### src/rtl/aipc_pkg.sv
// Shared types and constants for the ASCII integer parser with range check.
// No dependencies; imported by every module of the block.
package aipc_pkg;

    localparam int MAX_CHARS = 24;
    localparam int CNT_W     = $clog2(MAX_CHARS + 1);
    localparam int DCNT_W    = 5;
    localparam int QDEPTH    = 4;
    localparam int Q_AW      = $clog2(QDEPTH);
    localparam int Q_CW      = $clog2(QDEPTH + 1);

    localparam logic OP_APPEND = 1'b0;
    localparam logic OP_END    = 1'b1;

    // value_type[2:1] selects the width, value_type[0] the signedness
    localparam logic [1:0] WC_8  = 2'd0;
    localparam logic [1:0] WC_16 = 2'd1;
    localparam logic [1:0] WC_32 = 2'd2;
    localparam logic [1:0] WC_64 = 2'd3;

    localparam logic [63:0] DEC_LIM = 64'h1999_9999_9999_9999;
    localparam logic [3:0]  DEC_REM = 4'd5;

    localparam logic [7:0] CH_MINUS = 8'h2d;
    localparam logic [7:0] CH_PLUS  = 8'h2b;
    localparam logic [7:0] CH_ZERO  = 8'h30;
    localparam logic [7:0] CH_NINE  = 8'h39;
    localparam logic [7:0] CH_LX    = 8'h78;
    localparam logic [7:0] CH_UX    = 8'h58;
    localparam logic [7:0] CH_LA    = 8'h61;
    localparam logic [7:0] CH_LF    = 8'h66;
    localparam logic [7:0] CH_UA    = 8'h41;
    localparam logic [7:0] CH_UF    = 8'h46;

    typedef enum logic [1:0] {
        ST_OK      = 2'd0,
        ST_EMPTY   = 2'd1,
        ST_INVALID = 2'd2,
        ST_RANGE   = 2'd3
    } t_status;

    typedef struct packed {
        logic       is_end;
        logic       is_sign;
        logic       is_minus;
        logic       is_x;
        logic       dec_ok;
        logic       hex_ok;
        logic [3:0] digit;
    } t_cmd;

endpackage

### src/rtl/aipc_front.sv
// Front end: classifies each incoming character into a command beat.
// Depends on aipc_pkg.
module aipc_front import aipc_pkg::*; (
    input  logic       i_opcode,
    input  logic [7:0] i_char_code,
    output t_cmd       o_cmd
);

    logic       is_dec;
    logic       is_lhex;
    logic       is_uhex;
    logic [7:0] dval;

    always_comb begin
        is_dec  = (i_char_code >= CH_ZERO) && (i_char_code <= CH_NINE);
        is_lhex = (i_char_code >= CH_LA) && (i_char_code <= CH_LF);
        is_uhex = (i_char_code >= CH_UA) && (i_char_code <= CH_UF);
        if (is_dec) begin
            dval = i_char_code - CH_ZERO;
        end else if (is_lhex) begin
            dval = i_char_code - CH_LA + 8'd10;
        end else begin
            dval = i_char_code - CH_UA + 8'd10;
        end
        o_cmd.is_end   = (i_opcode == OP_END);
        o_cmd.is_sign  = (i_char_code == CH_MINUS) || (i_char_code == CH_PLUS);
        o_cmd.is_minus = (i_char_code == CH_MINUS);
        o_cmd.is_x     = (i_char_code == CH_LX) || (i_char_code == CH_UX);
        o_cmd.dec_ok   = is_dec;
        o_cmd.hex_ok   = is_lhex || is_uhex;
        o_cmd.digit    = dval[3:0];
    end

endmodule

### src/rtl/aipc_fifo.sv
// Short command queue between front end and back end, held in flops.
// Depends on aipc_pkg.
module aipc_fifo import aipc_pkg::*; (
    input  logic i_clk,
    input  logic i_rst_n,
    input  logic i_wr_en,
    input  t_cmd i_wr_cmd,
    output logic o_full,
    input  logic i_rd_en,
    output logic o_valid,
    output t_cmd o_rd_cmd
);

    t_cmd            r_mem [QDEPTH];
    logic [Q_AW-1:0] r_wr_ptr;
    logic [Q_AW-1:0] r_rd_ptr;
    logic [Q_CW-1:0] r_count;

    assign o_full   = (r_count == Q_CW'(QDEPTH));
    assign o_valid  = (r_count != '0);
    assign o_rd_cmd = r_mem[r_rd_ptr];

    always_ff @(posedge i_clk) begin
        if (i_wr_en) begin
            r_mem[r_wr_ptr] <= i_wr_cmd;
        end
        if (!i_rst_n) begin
            r_wr_ptr <= '0;
            r_rd_ptr <= '0;
            r_count  <= '0;
        end else begin
            if (i_wr_en) begin
                r_wr_ptr <= r_wr_ptr + Q_AW'(1);
            end
            if (i_rd_en) begin
                r_rd_ptr <= r_rd_ptr + Q_AW'(1);
            end
            if (i_wr_en && !i_rd_en) begin
                r_count <= r_count + Q_CW'(1);
            end else if (!i_wr_en && i_rd_en) begin
                r_count <= r_count - Q_CW'(1);
            end
        end
    end

`ifndef SYNTHESIS
    a_no_underflow: assert property (@(posedge i_clk) disable iff (!i_rst_n)
        i_rd_en |-> r_count != '0)
        else $error("queue read while empty");
    a_count_bound: assert property (@(posedge i_clk) disable iff (!i_rst_n)
        r_count <= Q_CW'(QDEPTH))
        else $error("queue count beyond depth");
`endif

endmodule

### src/rtl/aipc_back.sv
// Back end: parse state, digit accumulation, range check and result register.
// Depends on aipc_pkg.
module aipc_back import aipc_pkg::*; (
    input  logic        i_clk,
    input  logic        i_rst_n,
    input  logic        i_cfg_we,
    input  logic [2:0]  i_cfg_value_type,
    input  logic        i_cmd_valid,
    input  t_cmd        i_cmd,
    output logic        o_cmd_pop,
    input  logic        i_pop,
    output logic        o_empty,
    output logic [1:0]  o_status,
    output logic [63:0] o_value_bits
);

    logic [2:0]        r_vtype;
    logic [CNT_W-1:0]  r_char_count, n_char_count;
    logic              r_neg, n_neg;
    logic              r_hex, n_hex;
    logic [DCNT_W-1:0] r_dcount, n_dcount;
    logic              r_fdz, n_fdz;
    logic [63:0]       r_acc, n_acc;
    logic              r_ovf, n_ovf;
    logic              r_bad, n_bad;
    logic              r_out_valid, n_out_valid;
    t_status           r_status, n_status;
    logic [63:0]       r_value, n_value;

    logic        take;
    logic        dig_ok;
    logic [63:0] base_max;
    logic [63:0] limit;
    t_status     ev_status;
    logic [63:0] ev_value;

    assign take         = i_cmd_valid && (!i_cmd.is_end || !r_out_valid || i_pop);
    assign o_cmd_pop    = take;
    assign o_empty      = !r_out_valid;
    assign o_status     = r_status;
    assign o_value_bits = r_value;

    always_comb begin
        unique case (r_vtype[2:1])
            WC_8:    base_max = 64'h0000_0000_0000_00ff;
            WC_16:   base_max = 64'h0000_0000_0000_ffff;
            WC_32:   base_max = 64'h0000_0000_ffff_ffff;
            WC_64:   base_max = 64'hffff_ffff_ffff_ffff;
            default: base_max = 64'hffff_ffff_ffff_ffff;
        endcase
        if (r_vtype[0]) begin
            limit = r_neg ? (base_max >> 1) + 64'd1 : (base_max >> 1);
        end else begin
            limit = base_max;
        end
        ev_value = '0;
        priority if (r_char_count == '0) begin
            ev_status = ST_EMPTY;
        end else if (r_bad || r_dcount == '0 || r_ovf) begin
            ev_status = ST_INVALID;
        end else if (!r_vtype[0] && r_neg && r_acc != '0) begin
            ev_status = ST_INVALID;
        end else if (r_acc > limit) begin
            ev_status = ST_RANGE;
        end else begin
            ev_status = ST_OK;
            ev_value  = (r_vtype[0] && r_neg) ? 64'd0 - r_acc : r_acc;
        end
    end

    always_comb begin
        n_char_count = r_char_count;
        n_neg        = r_neg;
        n_hex        = r_hex;
        n_dcount     = r_dcount;
        n_fdz        = r_fdz;
        n_acc        = r_acc;
        n_ovf        = r_ovf;
        n_bad        = r_bad;
        n_out_valid  = r_out_valid;
        n_status     = r_status;
        n_value      = r_value;
        dig_ok       = i_cmd.dec_ok || (r_hex && i_cmd.hex_ok);

        if (i_pop && r_out_valid) begin
            n_out_valid = 1'b0;
        end

        if (take && i_cmd.is_end) begin
            n_out_valid  = 1'b1;
            n_status     = ev_status;
            n_value      = ev_value;
            n_char_count = '0;
            n_neg        = 1'b0;
            n_hex        = 1'b0;
            n_dcount     = '0;
            n_fdz        = 1'b0;
            n_acc        = '0;
            n_ovf        = 1'b0;
            n_bad        = 1'b0;
        end else if (take && r_char_count < CNT_W'(MAX_CHARS)) begin
            n_char_count = r_char_count + CNT_W'(1);
            priority if (r_char_count == '0 && i_cmd.is_sign) begin
                n_neg = i_cmd.is_minus;
            end else if (!r_hex && r_dcount == DCNT_W'(1) && r_fdz && i_cmd.is_x) begin
                n_hex    = 1'b1;
                n_dcount = '0;
                n_acc    = '0;
            end else if (!dig_ok) begin
                n_bad = 1'b1;
            end else begin
                if (r_dcount == '0) begin
                    n_fdz = (i_cmd.digit == 4'd0);
                end
                if (r_dcount != '1) begin
                    n_dcount = r_dcount + DCNT_W'(1);
                end
                if (!r_ovf) begin
                    if (r_hex) begin
                        if (r_acc[63:60] != 4'd0) begin
                            n_ovf = 1'b1;
                        end else begin
                            n_acc = {r_acc[59:0], i_cmd.digit};
                        end
                    end else begin
                        if (r_acc > DEC_LIM || (r_acc == DEC_LIM && i_cmd.digit > DEC_REM)) begin
                            n_ovf = 1'b1;
                        end else begin
                            n_acc = (r_acc << 3) + (r_acc << 1) + {60'd0, i_cmd.digit};
                        end
                    end
                end
            end
        end
    end

    always_ff @(posedge i_clk) begin
        r_status <= n_status;
        r_value  <= n_value;
        if (!i_rst_n) begin
            r_vtype      <= '0;
            r_char_count <= '0;
            r_neg        <= 1'b0;
            r_hex        <= 1'b0;
            r_dcount     <= '0;
            r_fdz        <= 1'b0;
            r_acc        <= '0;
            r_ovf        <= 1'b0;
            r_bad        <= 1'b0;
            r_out_valid  <= 1'b0;
        end else begin
            if (i_cfg_we) begin
                r_vtype <= i_cfg_value_type;
            end
            r_char_count <= n_char_count;
            r_neg        <= n_neg;
            r_hex        <= n_hex;
            r_dcount     <= n_dcount;
            r_fdz        <= n_fdz;
            r_acc        <= n_acc;
            r_ovf        <= n_ovf;
            r_bad        <= n_bad;
            r_out_valid  <= n_out_valid;
        end
    end

`ifndef SYNTHESIS
    a_value_zero_unless_ok: assert property (@(posedge i_clk) disable iff (!i_rst_n)
        (r_out_valid && r_status != ST_OK) |-> r_value == '0)
        else $error("nonzero value with failing status");
    a_end_clears: assert property (@(posedge i_clk) disable iff (!i_rst_n)
        (take && i_cmd.is_end) |=> (r_char_count == '0 && r_acc == '0 && r_out_valid))
        else $error("end beat did not clear parse state");
`endif

endmodule

### src/rtl/ascii_integer_parse_range_check.sv
// Top level of the ASCII integer parser with range check.
// Depends on aipc_pkg, aipc_front, aipc_fifo and aipc_back.
//
//   channel  | handshake                | payload
//   ---------+--------------------------+---------------------------
//   input    | push / full              | i_opcode, i_char_code
//   result   | empty / pop              | o_status, o_value_bits
//   config   | i_cfg_valid / o_cfg_ready| i_cfg_value_type
//
// One character beat per cycle sustained while the back end is not stalled; an end beat's
// result passes through the command queue and then the result register to the result ports.
// The back end stalls only on an end beat while the result register is held.
// Four-entry command queue; full rises when it fills. Reset is synchronous,
// active low, and sets the value type to u8.
module ascii_integer_parse_range_check import aipc_pkg::*; (
    input  logic        i_clk,
    input  logic        i_rst_n,
    input  logic        push,
    output logic        full,
    input  logic        i_opcode,
    input  logic [7:0]  i_char_code,
    output logic        empty,
    input  logic        pop,
    output logic [1:0]  o_status,
    output logic [63:0] o_value_bits,
    input  logic        i_cfg_valid,
    output logic        o_cfg_ready,
    input  logic [2:0]  i_cfg_value_type
);

    t_cmd front_cmd;
    t_cmd q_cmd;
    logic q_valid;
    logic q_pop;
    logic q_full;

    assign full        = q_full;
    assign o_cfg_ready = 1'b1;

    aipc_front u_front (
        .i_opcode    (i_opcode),
        .i_char_code (i_char_code),
        .o_cmd       (front_cmd)
    );

    aipc_fifo u_fifo (
        .i_clk    (i_clk),
        .i_rst_n  (i_rst_n),
        .i_wr_en  (push && !q_full),
        .i_wr_cmd (front_cmd),
        .o_full   (q_full),
        .i_rd_en  (q_pop),
        .o_valid  (q_valid),
        .o_rd_cmd (q_cmd)
    );

    aipc_back u_back (
        .i_clk            (i_clk),
        .i_rst_n          (i_rst_n),
        .i_cfg_we         (i_cfg_valid && o_cfg_ready),
        .i_cfg_value_type (i_cfg_value_type),
        .i_cmd_valid      (q_valid),
        .i_cmd            (q_cmd),
        .o_cmd_pop        (q_pop),
        .i_pop            (pop),
        .o_empty          (empty),
        .o_status         (o_status),
        .o_value_bits     (o_value_bits)
    );

endmodule
### config.mk
export PLATFORM = sky130hd
export DESIGN_NAME = ascii_integer_parse_range_check
export DESIGN_NICKNAME = d
export VERILOG_FILES = /design/src/rtl/aipc_pkg.sv /design/src/rtl/aipc_front.sv /design/src/rtl/aipc_fifo.sv /design/src/rtl/aipc_back.sv /design/src/rtl/ascii_integer_parse_range_check.sv
export SDC_FILE = /design/constraint.sdc
export NUM_CORES = 1
export LEC_CHECK = 0
export BUFFER_PORTS_ARGS = -buffer_cell sky130_fd_sc_hd__buf_2
export CORE_AREA = 3 3 183 185
export CTS_CLUSTER_DIAMETER = 100
export DETAILED_ROUTE_END_ITERATION = 8
export DIE_AREA = 0 0 186 188
export PLACE_DENSITY = 0.79
export SLEW_MARGIN = 20
export SYNTH_ARGS = -nofsm -noshare
export SYNTH_HDL_FRONTEND = slang
export SYNTH_SLANG_ARGS = --single-unit
### constraint.sdc
create_clock -name i_clk -period 4.2 [get_ports i_clk]
set_input_delay 0.84 -clock i_clk [delete_from_list [all_inputs] [get_ports i_clk]]
set_output_delay 0.84 -clock i_clk [all_outputs]
set_load 0.005 [all_outputs]
; ---- Word-level counts from Yosys, hierarchy flattened
; Memories as Yosys holds them, arrays and structs flattened. A register that Yosys moved wholly into a read port is not among the register bits.
; Cells that the tools add are included.
[op_classes]
n_addsub = 15
n_lt_le_gt_ge = 10
eq_ne = 14
n_mux = 30
bitwise_logic = 4
reduce_logical = 55
[op_table]
columns = cell, count
row1 = $mux W64, 9
row2 = $pmux W64 S4, 1
row3 = $add A63 B1 Y64 const B, 1
row4 = $add A64 B4 Y64, 1
row5 = $add A64 B64 Y64, 1
row6 = $eq A64 B61 Y1 const B, 1
row7 = $gt A64 B61 Y1 const B, 1
row8 = $gt A64 B64 Y1, 1
row9 = $reduce_bool A64 Y1, 1
row10 = $sub A1 B64 Y64 const A, 1
row11 = $logic_and A1 B1 Y1, 19
row12 = $eq A8 B6 Y1 const B, 2
row13 = $eq A8 B7 Y1 const B, 2
row14 = $ge A8 B7 Y1 const B, 2
row15 = $le A8 B7 Y1 const B, 2
row16 = $mux W5, 3
row17 = $reduce_and A4 Y1, 3
row18 = $sub A4 B1 Y4 const B, 3
row19 = $add A5 B1 Y5 const B, 2
row20 = $logic_not A5 Y1, 2
row21 = $mux W2, 5
row22 = $logic_or A1 B1 Y1, 9
row23 = $add A4 B4 Y4 const B, 2
row24 = $ge A8 B6 Y1 const B, 1
row25 = 30 further kinds, 53
[totals]
register_bits = 156
mem_bits_rw = 40
input_bits = 17
wordCells = 144
mem_count = 1
[memory_table]
columns = memory, depth, word_bits, rd, rd_ports_with_merged_regs, wr, line_no
row1 = u_fifo.r_mem, 4, 10, 1, 1, 1, aipc_fifo.sv:14  ; t_cmd r_mem [QDEPTH];

; ---- Depth between registers and ports, before layout
; Gate-level depths: netlist of run 1.
[depth]
ltp_word = 9
depth_mapped = 15
depth_no_buf = 14

; ---- Modules after synthesis
; Synthesis of run 1 repeated with hierarchy kept, for this count alone.
[hier_totals]
cells_unflattened = 1758
hier_area_um2 = 15673.8
[modules_own_cells]
columns = mod, n_inst, cells_each, area_each_um2
row1 = aipc_back, 1, 1628, 13511.7
row2 = aipc_fifo, 1, 95, 1889.3
row3 = aipc_front, 1, 32, 247.7
row4 = ascii_integer_parse_range_check, 1, 3, 25.0

; ---- Worst setup path before layout of run 1
; No wires, ideal clock.
[synth_path]
path_kind = flip-flop to flip-flop
startpoint = reg u_back.r_neg
endpoint = reg u_back.r_value[20], in the netlist u_back.o_value_bits[20], data pin
setup_ns = 0.255
arrival_ns = 4.130
t_required_ns = 3.945
path_slack_ns = -0.185
stages_incl_launch_ff = 16
period_less_slack_ns = 4.385
cell_sequence = dfxtp_1 clkbuf_1 nand2_1 clkbuf_1 nand3_1 ha_1 nand4_1 nor3_1 nand4_1 or4_1 a31o_2 nand3_1 nor4_1 o211ai_4 buf_6 nor2_1
[synth_between]
elab_chain_cells = 4
word_cells_on_any_way = 8
classes_between = order compare: 1 / mux: 3 / reduce/logical: 4
[synth_rtl]
columns = item, line_no
row1 = start: declaration, aipc_back.sv:19  ; logic r_neg, n_neg;
row2 = start signal: assignment, aipc_back.sv:156  ; r_neg <= n_neg;
row3 = $mux W64, aipc_back.sv:52  ; limit = r_neg ? (base_max >> 1) + 64'd1 : (base_max >> 1);
row4 = $mux W64, aipc_back.sv:51  ; if (r_vtype[0]) begin
row5 = $gt A64 B64 Y1, aipc_back.sv:63  ; end else if (r_acc > limit) begin
row6 = $reduce_or A4 Y1 (no source line), -
row7 = end signal: assignment, aipc_back.sv:139  ; r_value <= n_value;
row8 = end: declaration, aipc_back.sv:28  ; logic [63:0] r_value, n_value;
; Parallel ways exist; a longest one is shown, timed or not.
; A chain may end at the register's enable or synchronous reset.

==> impl_metrics.csv, run 1 <==
group,metric,value,unit
route,m1WireLength,19570,um
setup_path,worstPathMaxFanout,5,
sta,finalHoldViolCount,0,
global_routing,grt_pass1_wl,73120,um
sta,timing.final.ws_setup,0.1092,ns
route,remaining_drc_errors,0,
clock_tree,hold_buffers,0,
setup_path,worst_path_largest_cell_delay,0.52,ns
clock_tree,clk_latency,0.47,ns
clock_tree,cts.sinks,198,
sta,clock_skew,0.01406,ns
floorplan,fp.coreArea,0.03221,mm2
floorplan,ios,86,
yosys,synthFlopType,"edfxtp_1",
sta,max_freq,244.4,MHz
route,drtAntennaViolNets,0,
sta,worst_pin_slew,0.7962,ns
sta,setup_violations,0,
placed_design,io_buffers,84,
route,vias,14460,
sta,finalCriticalPeriod,4.091,ns
placed_design,dpl_worst_slack,-0.1455,ns
setup_path,cpMaxStageDelayCell,"mux4_2",
floorplan,die_area,0.03497,mm2
final_layout,seqCellArea,0.005029,mm2
yosys,synth_top_area_cell,"edfxtp_1",
route,highest_layer,"met4",
global_routing,grt_overflow,0,
global_routing,grt_use_total,26.33,%
clock_tree,htreeDepth,4,
setup_path,crit_family,"compound AO/OA/AOI/OAI gates",
floorplan,initial_core_util,49.58,%
final_layout,finalNonFillerCells,2295,
setup_path,critPathBufInv,4,
setup_path,end_kind,"flop",
setup_path,critPathLaunchType,"flop",
power_and_ir_drop,leakagePower,0.007383,uW
yosys,yosys_warnings,0,
yosys,synthCells,1794,
floorplan,fp.dieW,186,um
placed_design,dpl-instance-area,0.01695,mm2
final_layout,fillers,2845,
route,viasPerCell,6.301,
setup_path,crit_chain,"mux4_2, inv_2, fa_2, buf_4, inv_1, ha_1, a211oi_2, nor4_2, o31ai_2, buf_4, nor4_2, a2111o_1, a31o_4, a31oi_2, xnor2_1, o21ai_1",
yosys,syn_nets,2017,
global_routing,grt_max_degree,73,
yosys,netlist_area,0.01597,mm2
yosys,yosysSeqAreaShare,31.47,%
sta,slew_viol_final,0,
yosys,synth_area_leaders,"edfxtp_1 (20%), ha_1 (16%), dfxtp_1 (12%)",
run,cap_violations,0,
clock_tree,clk_path_buf_depth,2,
power_and_ir_drop,total_power,7506,uW
global_routing,antenna_found_initial,0,
final_layout,drive_gt1_share,13.41,%
power_and_ir_drop,peakVddDrop,0.0003598,V
floorplan,die_h,188,um
placed_design,gp_congestion,1.005,
yosys,yosysTopAreaCellShare,19.93,%
final_layout,n_antenna_cell,0,
floorplan,row_count,66,
yosys,ys_ff_latch,198,
global_routing,grt_pass1_vias,13800,
power_and_ir_drop,power_density,424.1,mW/mm2
yosys,synth.avg_cell_area,8.901,um2
route,first_pass_iters,5,
clock_tree,cts_tree,"built",
final_layout,fin_area,0.01770,mm2
clock_tree,cts_buffers,17,
sta,setup-tns-final,0,ns
route,drt-total-wl,46000,um
setup_path,cp.arrival,4.44,ns
final_layout,area_growth_syn_to_layout,10.82,%
sta,maxSlewHeadroom,46.92,%
clock_tree,cts.clk_slew.worst_paths,0.08,ns
final_layout,num-nets-final,2097,
setup_path,cp.required,4.55,ns
route,wl_met3,3825,um
sta,min_period_over_period,97.40,%
route,wl_per_cell,20.04,um
status,status,"finished, final reports clean",
placed_design,post-dp-hpwl,33980,um
route,met2_wirelength,20910,um
final_layout,multi_input_comb_area,0.01040,mm2
yosys,ys_async_sr_fraction,0,%
setup_path,worstSetupPathType,"flop to flop",
route,drt_iter0_markers,1381,
yosys,synth_cell_type_count,84,
clock_tree,cts_root_buf,"clkbuf_16",
yosys,synth_edf_count,106,
min_path,holdCritPathClass,"flop to flop",
placed_design,placed_cells,2257,
[cell type report]
cell class,instances,area share (%)
well taps,408,2.885
clock buffers,17,2.404
repair buffers,156,5.571
clock inverters,15,1.032
inverters,45,0.9545
flip-flops and latches,198,28.41
multi-input cells,1456,58.74
[layout by cell type (no fill, tap or decap), drive strengths merged, types with 7 or more instances in the layout]
| cell | Yosys | final |
|---|---|---|
| inv | 44 | 50 |
| o21a | 15 | 15 |
| o211ai | 20 | 20 |
| nand2 | 136 | 136 |
| a22oi | 38 | 38 |
| clkbuf | 63 | 17 |
| a211oi | 13 | 13 |
| or4 | 9 | 9 |
| o31ai | 16 | 16 |
| edfxtp | 106 | 106 |
| o21bai | 13 | 13 |
| a21o | 43 | 43 |
| or3 | 18 | 18 |
| nor3 | 45 | 45 |
| a21oi | 123 | 123 |
| buf | 32 | 156 |
| clkinv | 1 | 8 |
| dfxtp | 92 | 92 |
| nor2b | 28 | 28 |
| mux4 | 8 | 8 |
| ha | 203 | 203 |
| mux2i | 18 | 18 |
| nor2 | 208 | 208 |
| and2 | 16 | 16 |
| nand4 | 48 | 48 |
| a31oi | 20 | 20 |
| xnor2 | 76 | 76 |
| nor4 | 15 | 15 |
| or2 | 7 | 7 |
| nand3 | 28 | 28 |
| o21ai | 121 | 121 |
| a221oi | 8 | 8 |
| and3 | 10 | 10 |
| xor2 | 55 | 55 |
| nand2b | 10 | 10 |
[synth_stat cells (9+ instances only)]
cell type and instances:
buf_2 10, o211ai_1 18, xor2_1 55, inv_1 44
nor4_1 11, and2_1 16, o31ai_1 15, dfxtp_1 92
a22oi_1 38, buf_6 13, nor3_1 45, clkbuf_1 63
o21ai_0 112, edfxtp_1 106, o21bai_1 13, o21a_1 15
a31oi_1 20, and3_1 10, xnor2_1 76, or3_1 18
o21ai_1 9, nor2_1 205, a21o_1 43, nand3_1 27
a211oi_1 12, nand2b_1 10, a21oi_1 120, mux2i_1 18
nor2b_1 28, nand2_1 136, ha_1 203, nand4_1 47
[worst register-to-register path, stage by stage, from the launching register on]
cell and delay (ns):
dfxtp_2 0.35, mux4_2 0.52, inv_2 0.10, fa_2 0.45
buf_4 0.15, inv_1 0.05, ha_1 0.25, a211oi_2 0.25
nor4_2 0.08, o31ai_2 0.25, buf_4 0.19, nor4_2 0.06
a2111o_1 0.52, a31o_4 0.33, a31oi_2 0.21, xnor2_1 0.14
o21ai_1 0.08
[where the power goes]
| part | leakage, uW | internal [uW] | switching (uW) | total, uW |
|---|---|---|---|---|
| clock | 0.000288 | 809 | 894 | 1700 |
| combinational | 0.00534 | 1130 | 2040 | 3170 |
| sequential | 0.00175 | 2460 | 178 | 2640 |
| total | 0.00738 | 4400 | 3110 | 7510 |
[worst paths after layout]
path / from / to / slack (ns) / cells past startpoint
hold / removal: u_back.r_bad / u_back.r_bad / 0.49 / 2
setup / recovery: flop / u_back.r_acc[57] / 0.11 / 16
setup reg to reg: flop / u_back.r_acc[57] / 0.11 / 16
hold reg to reg: u_back.r_bad / u_back.r_bad / 0.49 / 2
[layer usage]
metal  track usage (%)  vias up
met5                 0        -
met4             10.91        0
met3             4.093      116
met2             42.08      662
met1             35.51     6879
li1                  -     6804
[through the flow]
step,hold WS [ns],util [%]
global placement,0.4518,52.61
floorplan,0.4417,-
finish,0.4919,54.95
global route,0.5093,54.95
detailed placement,0.4709,52.61
CTS,0.4901,54.56
[state kept, by name, summed over array words and instances, names as in the netlist, named ones only]
signal               flops
u_back.o_value_bits     64
u_back.r_acc            64
u_fifo.r_mem            40
u_back.r_char_count      5
u_back.r_dcount          5
u_back.r_vtype           3
u_fifo.r_count           3
u_back.o_status          2
u_fifo.r_rd_ptr          2
u_fifo.r_wr_ptr          2
u_back.r_bad             1
u_back.r_fdz             1
u_back.r_hex             1
u_back.r_neg             1
u_back.r_out_valid       1
u_back.r_ovf             1
[kinds of logic after synthesis]
| kind of cell | count (synthesis) | share of synthesized area, % |
|---|---|---|
| other | 1 | 0.02348 |
| xor gates and xnor gates | 131 | 7.185 |
| adders and majority gates | 206 | 16.28 |
| muxes | 28 | 2.398 |
| and+or+nand+nor | 601 | 18.58 |
| buffers and inverters | 140 | 4.074 |
| AOI/OAI and AO/OA | 489 | 20.00 |
| DFF | 198 | 31.47 |
[repair_timing]
| item | CTS | global route |
|---|---|---|
| gates resized for setup | 6 | 22 |
| hold endpoints to repair | 0 | 0 |
| pin swaps | 4 | 8 |
| endpoints found under the setup margin | 9 | 56 |
| setup buffers | 0 | 6 |
No activity file was read; power rests on OpenSTA's default activity.
==> run 2: changes to the inputs <==
--- a/config.mk
+++ b/config.mk
@@ -6,10 +6,10 @@
 export NUM_CORES = 1
 export LEC_CHECK = 0
 export BUFFER_PORTS_ARGS = -buffer_cell sky130_fd_sc_hd__buf_2
-export CORE_AREA = 3 3 183 185
+export CORE_AREA = 2 2 182 184
 export CTS_CLUSTER_DIAMETER = 100
 export DETAILED_ROUTE_END_ITERATION = 8
-export DIE_AREA = 0 0 186 188
+export DIE_AREA = 0 0 184 186
 export PLACE_DENSITY = 0.79
 export SLEW_MARGIN = 20
 export SYNTH_ARGS = -nofsm -noshare
==> run 2 against run 1 <==
Largest power group unchanged. Sequential power about the same. Via count is 0.86% lower. Global-route usage rose by 0.39 points. Hold slack got worse by 0.010 ns.
==> impl_metrics.csv, run 2 (same netlist as run 1, synthesis figures left out) <==
group,metric,value,unit
status,status,"finished, final reports clean",
sta,finalCriticalPeriod,4.051,ns
setup_path,reg2reg_depth,17,
final_layout,postLayoutCoreUtil,54.84,%
final_layout,drive_gt1_share,12.85,%
floorplan,fp.coreArea,0.03221,mm2
setup_path,rrSetupSlack,0.15,ns
global_routing,grt_overflow,0,
power_and_ir_drop,switchingPower,3096,uW
route,remaining_drc_errors,0,
setup_path,worstSetupPathType,"flop to flop",
sta,maxSlewHeadroom,41.40,%
sta,timing.hold.ws,0.4817,ns
floorplan,ios,86,
sta,max_freq,246.9,MHz
clock_tree,cts.clk_slew.worst_paths,0.09,ns
global_routing,grt_pass1_wl,71330,um
global_routing,grt_use_total,26.72,%
setup_path,cp.required,4.56,ns
floorplan,row_count,66,
final_layout,num-nets-final,2094,
route,drt_iter0_markers,1238,
clock_tree,cts_root_buf,"clkbuf_16",
global_routing,antenna_found_initial,1,
run,cap_violations,0,
placed_design,dpl-instance-area,0.01694,mm2
min_path,hold_end,"u_back.r_bad",
route,viasPerCell,6.255,
final_layout,fin_area,0.01766,mm2
setup_path,r2r-end,"u_back.r_acc[61]",
setup_path,cp.arrival,4.41,ns
global_routing,grt_max_degree,73,
power_and_ir_drop,power_density,430.5,mW/mm2
setup_path,worstPathMaxFanout,5,
placed_design,gp_congestion,0.9730,
route,wl_per_cell,19.90,um
clock_tree,htreeDepth,4,
sta,min_period_over_period,96.44,%
floorplan,initial_core_util,49.58,%
sta,setup-tns-final,0,ns
sta,grt_setup_unrepaired,"yes",
clock_tree,cts.sinks,198,
clock_tree,cts_tree,"built",
clock_tree,clk_path_buf_depth,2,
sta,finalHoldViolCount,0,
sta,setup_violations,0,
clock_tree,cts_buffers,17,
final_layout,n_antenna_cell,0,
final_layout,area_growth_syn_to_layout,10.60,%
setup_path,critPathLaunchType,"flop",
power_and_ir_drop,p_int,4508,uW
sta,worst_pin_slew,0.8781,ns
min_path,holdCritPathClass,"flop to flop",
power_and_ir_drop,pwr-share-clk,23.5,%
final_layout,fillers,2900,
clock_tree,clk_latency,0.47,ns
sta,clock_skew,0.02242,ns
final_layout,layout_commonest_cell,"nor2_1",
power_and_ir_drop,swShare,40.71,%
final_layout,final_cell_mix,"nor2_1 (205), ha_1 (203), nand2_1 (135)",
sta,slew_viol_final,0,
global_routing,grt_pass1_vias,13510,
power_and_ir_drop,peakVddDrop,0.0004123,V
route,first_pass_iters,6,
placed_design,io_buffers,84,
min_path,hp-start,"u_back.r_bad",
floorplan,die_area,0.03422,mm2
placed_design,post-dp-hpwl,34150,um
route,vias,14340,
power_and_ir_drop,sequentialPowerShare,34.8,%
power_and_ir_drop,combPwrFrac,41.8,%
setup_path,end_kind,"flop",
power_and_ir_drop,leakagePower,0.007385,uW
power_and_ir_drop,total_power,7604,uW
route,drtAntennaViolNets,0,
floorplan,die_h,186,um
route,drt-total-wl,45600,um
min_path,hold_depth,2,
floorplan,fp.dieW,184,um
==> run 2: cell type report <==
cell class / count / area [um2] / share of cell area (%)
Timing Repair Buffer: 153 / 963.4 / 5.455
Inverter: 45 / 168.9 / 0.9564
Clock inverter: 15 / 198.9 / 1.126
Sequential cell: 198 / 5027 / 28.46
Clock buffer: 17 / 425.4 / 2.409
Multi-Input combinational cell: 1456 / 10370 / 58.70
Tap cell: 408 / 510.5 / 2.890
==> run 2: worst max-delay path by stage <==
stage               slack [ns]  from  cells after the start               end
floorplan                 0.13  flop                     14  u_back.r_acc[56]
global placement          0.06  flop                     17  u_back.r_acc[56]
detailed placement       -0.22  flop                     17  u_back.r_acc[56]
CTS                       0.01  flop                     18  u_back.r_acc[56]
global route             -0.03  flop                     16  u_back.r_acc[49]
finish                    0.15  flop                     17  u_back.r_acc[61]
==> run 2: worst max-delay path: stages, from the launching register on <==
cell and delay, ns:
dfxtp_2 0.35, mux4_2 0.50, inv_1 0.11, fa_1 0.47, inv_1 0.08, ha_1 0.17
a211oi_2 0.09, nor4_2 0.28, o31ai_2 0.12, buf_4 0.16, nor4_1 0.26, buf_4 0.17
a2111o_1 0.26, a31oi_1 0.13, buf_4 0.20, o41ai_1 0.36, xnor2_1 0.17, o21ai_1 0.07
==> run 2: repair_timing <==
item                                    4_1_cts  5_1_grt
buffers inserted                              1        3
pin swaps                                     3        2
endpoints found under the setup margin        7       68
hold buffers                                  0        0
gates resized for setup                       6       12
==> run 2: layer usage <==
| metal | wire [um] | GRT usage, % | part of all wire (%) | vias to the layer above |
|---|---|---|---|---|
| met3 | 3755 | 5.361 | 8.2 | 157 |
| met2 | 20110 | 41.93 | 44 | 637 |
| li1 | - | - | - | 6807 |
| met5 | 7 | 0 | 0.015 | - |
| met1 | 19630 | 34.81 | 43 | 6734 |
| met4 | 2099 | 14.08 | 4.6 | 2 |
==> run 2: metrics by stage <==
step           instances  worst slack [ns]
3_3_place_gp        2256           0.06166
6_report            2292            0.1493
2_1_floorplan       1794            0.1343
4_1_cts             2289           0.01139
5_1_grt             2292          -0.03095
3_5_place_dp        2256           -0.2221
==> run 2: power groups by stage <==
stage	combinational [uW]	clock [uW]	sequential [uW]
6_report	3180	1780	2640
5_1_grt	3440	1870	2680
4_1_cts	3130	1800	2640
3_5_place_dp	3090	0	2680
3_3_place_gp	3020	0	2670
2_1_floorplan	1970	0	2690
==> run 3: changes to the inputs <==
--- a/config.mk
+++ b/config.mk
@@ -10,7 +10,8 @@
 export CTS_CLUSTER_DIAMETER = 100
 export DETAILED_ROUTE_END_ITERATION = 8
 export DIE_AREA = 0 0 184 186
-export PLACE_DENSITY = 0.79
+export GPL_TIMING_DRIVEN = 0
+export PLACE_DENSITY = 0.77
 export SLEW_MARGIN = 20
 export SYNTH_ARGS = -nofsm -noshare
 export SYNTH_HDL_FRONTEND = slang
==> constraint.sdc (replaced) <==
create_clock -name i_clk -period 4.24 [get_ports i_clk]
set_input_delay 0.848 -clock i_clk [delete_from_list [all_inputs] [get_ports i_clk]]
set_output_delay 0.848 -clock i_clk [all_outputs]
set_load 0.005 [all_outputs]
==> run 3 against run 2 <==
Core utilization is 1.4 points higher. Largest power group unchanged. Combinational power hardly changed. Flip-flop and latch count stayed put. Power is 1.2% lower. Die area stayed put. Via count is 4.4% higher.
==> impl_metrics.csv, run 3 (same netlist as run 1, synthesis figures left out) <==
group,metric,value,unit
status,status,"finished, final reports clean",
final_layout,layout_commonest_cell,"nor2_1",
sta,finalCriticalPeriod,4.217,ns
placed_design,post-dp-hpwl,35850,um
sta,setup_violations,0,
sta,grt_setup_unrepaired,"yes",
final_layout,num-nets-final,2145,
floorplan,fp.coreArea,0.03221,mm2
power_and_ir_drop,leakagePower,0.007460,uW
floorplan,die_area,0.03422,mm2
global_routing,grt_overflow,0,
setup_path,worstSetupPathType,"flop to flop",
route,viasPerCell,6.385,
final_layout,drive_gt1_share,13.07,%
route,wl_per_cell,21.09,um
route,remaining_drc_errors,0,
final_layout,fillers,2803,
sta,timing.final.ws_setup,0.02301,ns
route,drtAntennaViolNets,0,
sta,worst_pin_slew,0.9687,ns
global_routing,grt_use_total,28.64,%
final_layout,final_cell_mix,"nor2_1 (205), ha_1 (201), nand2_1 (134)",
clock_tree,cts_tree,"built",
clock_tree,cts.sinks,198,
global_routing,grt_max_degree,50,
setup_path,cp.arrival,4.54,ns
route,drt_iter0_markers,1644,
route,drt-total-wl,49440,um
global_routing,grt_pass1_wl,76090,um
sta,max_freq,237.1,MHz
route,first_pass_iters,7,
clock_tree,htreeDepth,4,
clock_tree,cts_root_buf,"clkbuf_16",
clock_tree,cts.clk_slew.worst_paths,0.09,ns
route,vias,14970,
min_path,holdCritPathClass,"flop to flop",
global_routing,grt_pass1_vias,14240,
placed_design,gp_congestion,0.9786,
power_and_ir_drop,power_density,414.5,mW/mm2
floorplan,initial_core_util,49.58,%
run,cap_violations,0,
setup_path,cp.required,4.56,ns
clock_tree,clk_path_buf_depth,2,
setup_path,critPathLaunchType,"flop",
placed_design,dpl_worst_slack,-1.294,ns
floorplan,fp.dieW,184,um
clock_tree,cts_buffers,17,
setup_path,worstPathMaxFanout,5,
sta,maxSlewHeadroom,35.03,%
final_layout,area_growth_syn_to_layout,13.46,%
global_routing,antenna_found_initial,3,
floorplan,die_h,186,um
sta,clock_skew,0.02115,ns
clock_tree,clk_latency,0.47,ns
sta,slew_viol_final,0,
floorplan,row_count,66,
sta,setup-tns-final,0,ns
sta,finalHoldViolCount,0,
sta,min_period_over_period,99.46,%
power_and_ir_drop,peakVddDrop,0.0003987,V
floorplan,ios,86,
placed_design,io_buffers,84,
setup_path,end_kind,"flop",
[run 3: cell types whose count changed in the layout (fill, tap and decap cells not counted), moves of 4 or more]
cell      previous run  this run
buf_1                0         4
buf_4               67        25
buf_2               84        94
clkbuf_1             0        62
buf_6                0        16
inv_8                7         2
[run 3: power by group]
part	total, uW	internal, uW	switching [uW]	leakage, uW
combinational	3150	1120	2030	0.00543
sequential	2640	2430	206	0.00175
clock	1720	887	830	0.000283
[run 3: repair_timing]
item                                    4_1_cts  5_1_grt
cloned                                        1        1
pin swaps                                    10       21
hold endpoints to repair                      0        0
endpoints found under the setup margin      105       93
setup buffers                                14        9
resized for setup                            42       40
hold buffers                                  0        0
[run 3: metal layers]
metal	vias up	part of all wire (%)	track usage, %
met5	-	0.026	0
met4	2	5.0	14.40
met3	184	9.3	6.026
met2	828	45	46.31
met1	7027	40	36.29
li1	6926	-	-
[run 3: path summary, 6_finish.rpt]
path,startpoint,to,slack [ns],depth (start not counted)
worst max-delay path,flop,u_back.r_acc[61],0.02,17
worst min-delay path,u_back.r_bad,u_back.r_bad,0.49,2
worst max register to register,flop,u_back.r_acc[61],0.02,17
worst min register to register,u_back.r_bad,u_back.r_bad,0.49,2
[run 3: critical path, cell delays in order (launching register included)]
cell and delay [ns]:
dfxtp_2 0.33, buf_6 0.11, mux4_2 0.54, inv_2 0.10, fa_2 0.47, inv_2 0.09
ha_4 0.20, a211oi_4 0.25, nor4_2 0.08, o31ai_2 0.18, buf_4 0.18, buf_6 0.12
nor4_4 0.04, a2111o_1 0.55, a31oi_4 0.37, o41ai_4 0.14, xnor2_1 0.24, o21ai_1 0.08
[run 3: through the flow]
step / cell area, um2 / hold slack (ns) / cells / utilization (%) / power (uW)
floorplan: 15970 / 0.4417 / 1794 / - / 4612
global placement: 16910 / 0.4520 / 2286 / 52.49 / 5481
detailed placement: 16940 / 0.4770 / 2287 / 52.58 / 5590
CTS: 17840 / 0.4972 / 2334 / 55.39 / 7362
global route: 18120 / 0.5471 / 2343 / 56.25 / 7873
finish: 18120 / 0.4941 / 2344 / 56.26 / 7509
[run 3: area by class of cell]
cell class | count | area [um2] | area share, %
Multi-Input combinational cell | 1458 | 10680 | 58.97
Sequential cell | 198 | 5029 | 27.75
Timing Repair Buffer | 108 | 636.9 | 3.515
Tap cell | 408 | 510.5 | 2.817
Buffer | 94 | 493.0 | 2.721
Clock buffer | 18 | 429.2 | 2.369
Inverter | 45 | 171.4 | 0.9461
Clock inverter | 14 | 162.7 | 0.8977
Antenna cell | 1 | 2.502 | 0.01381
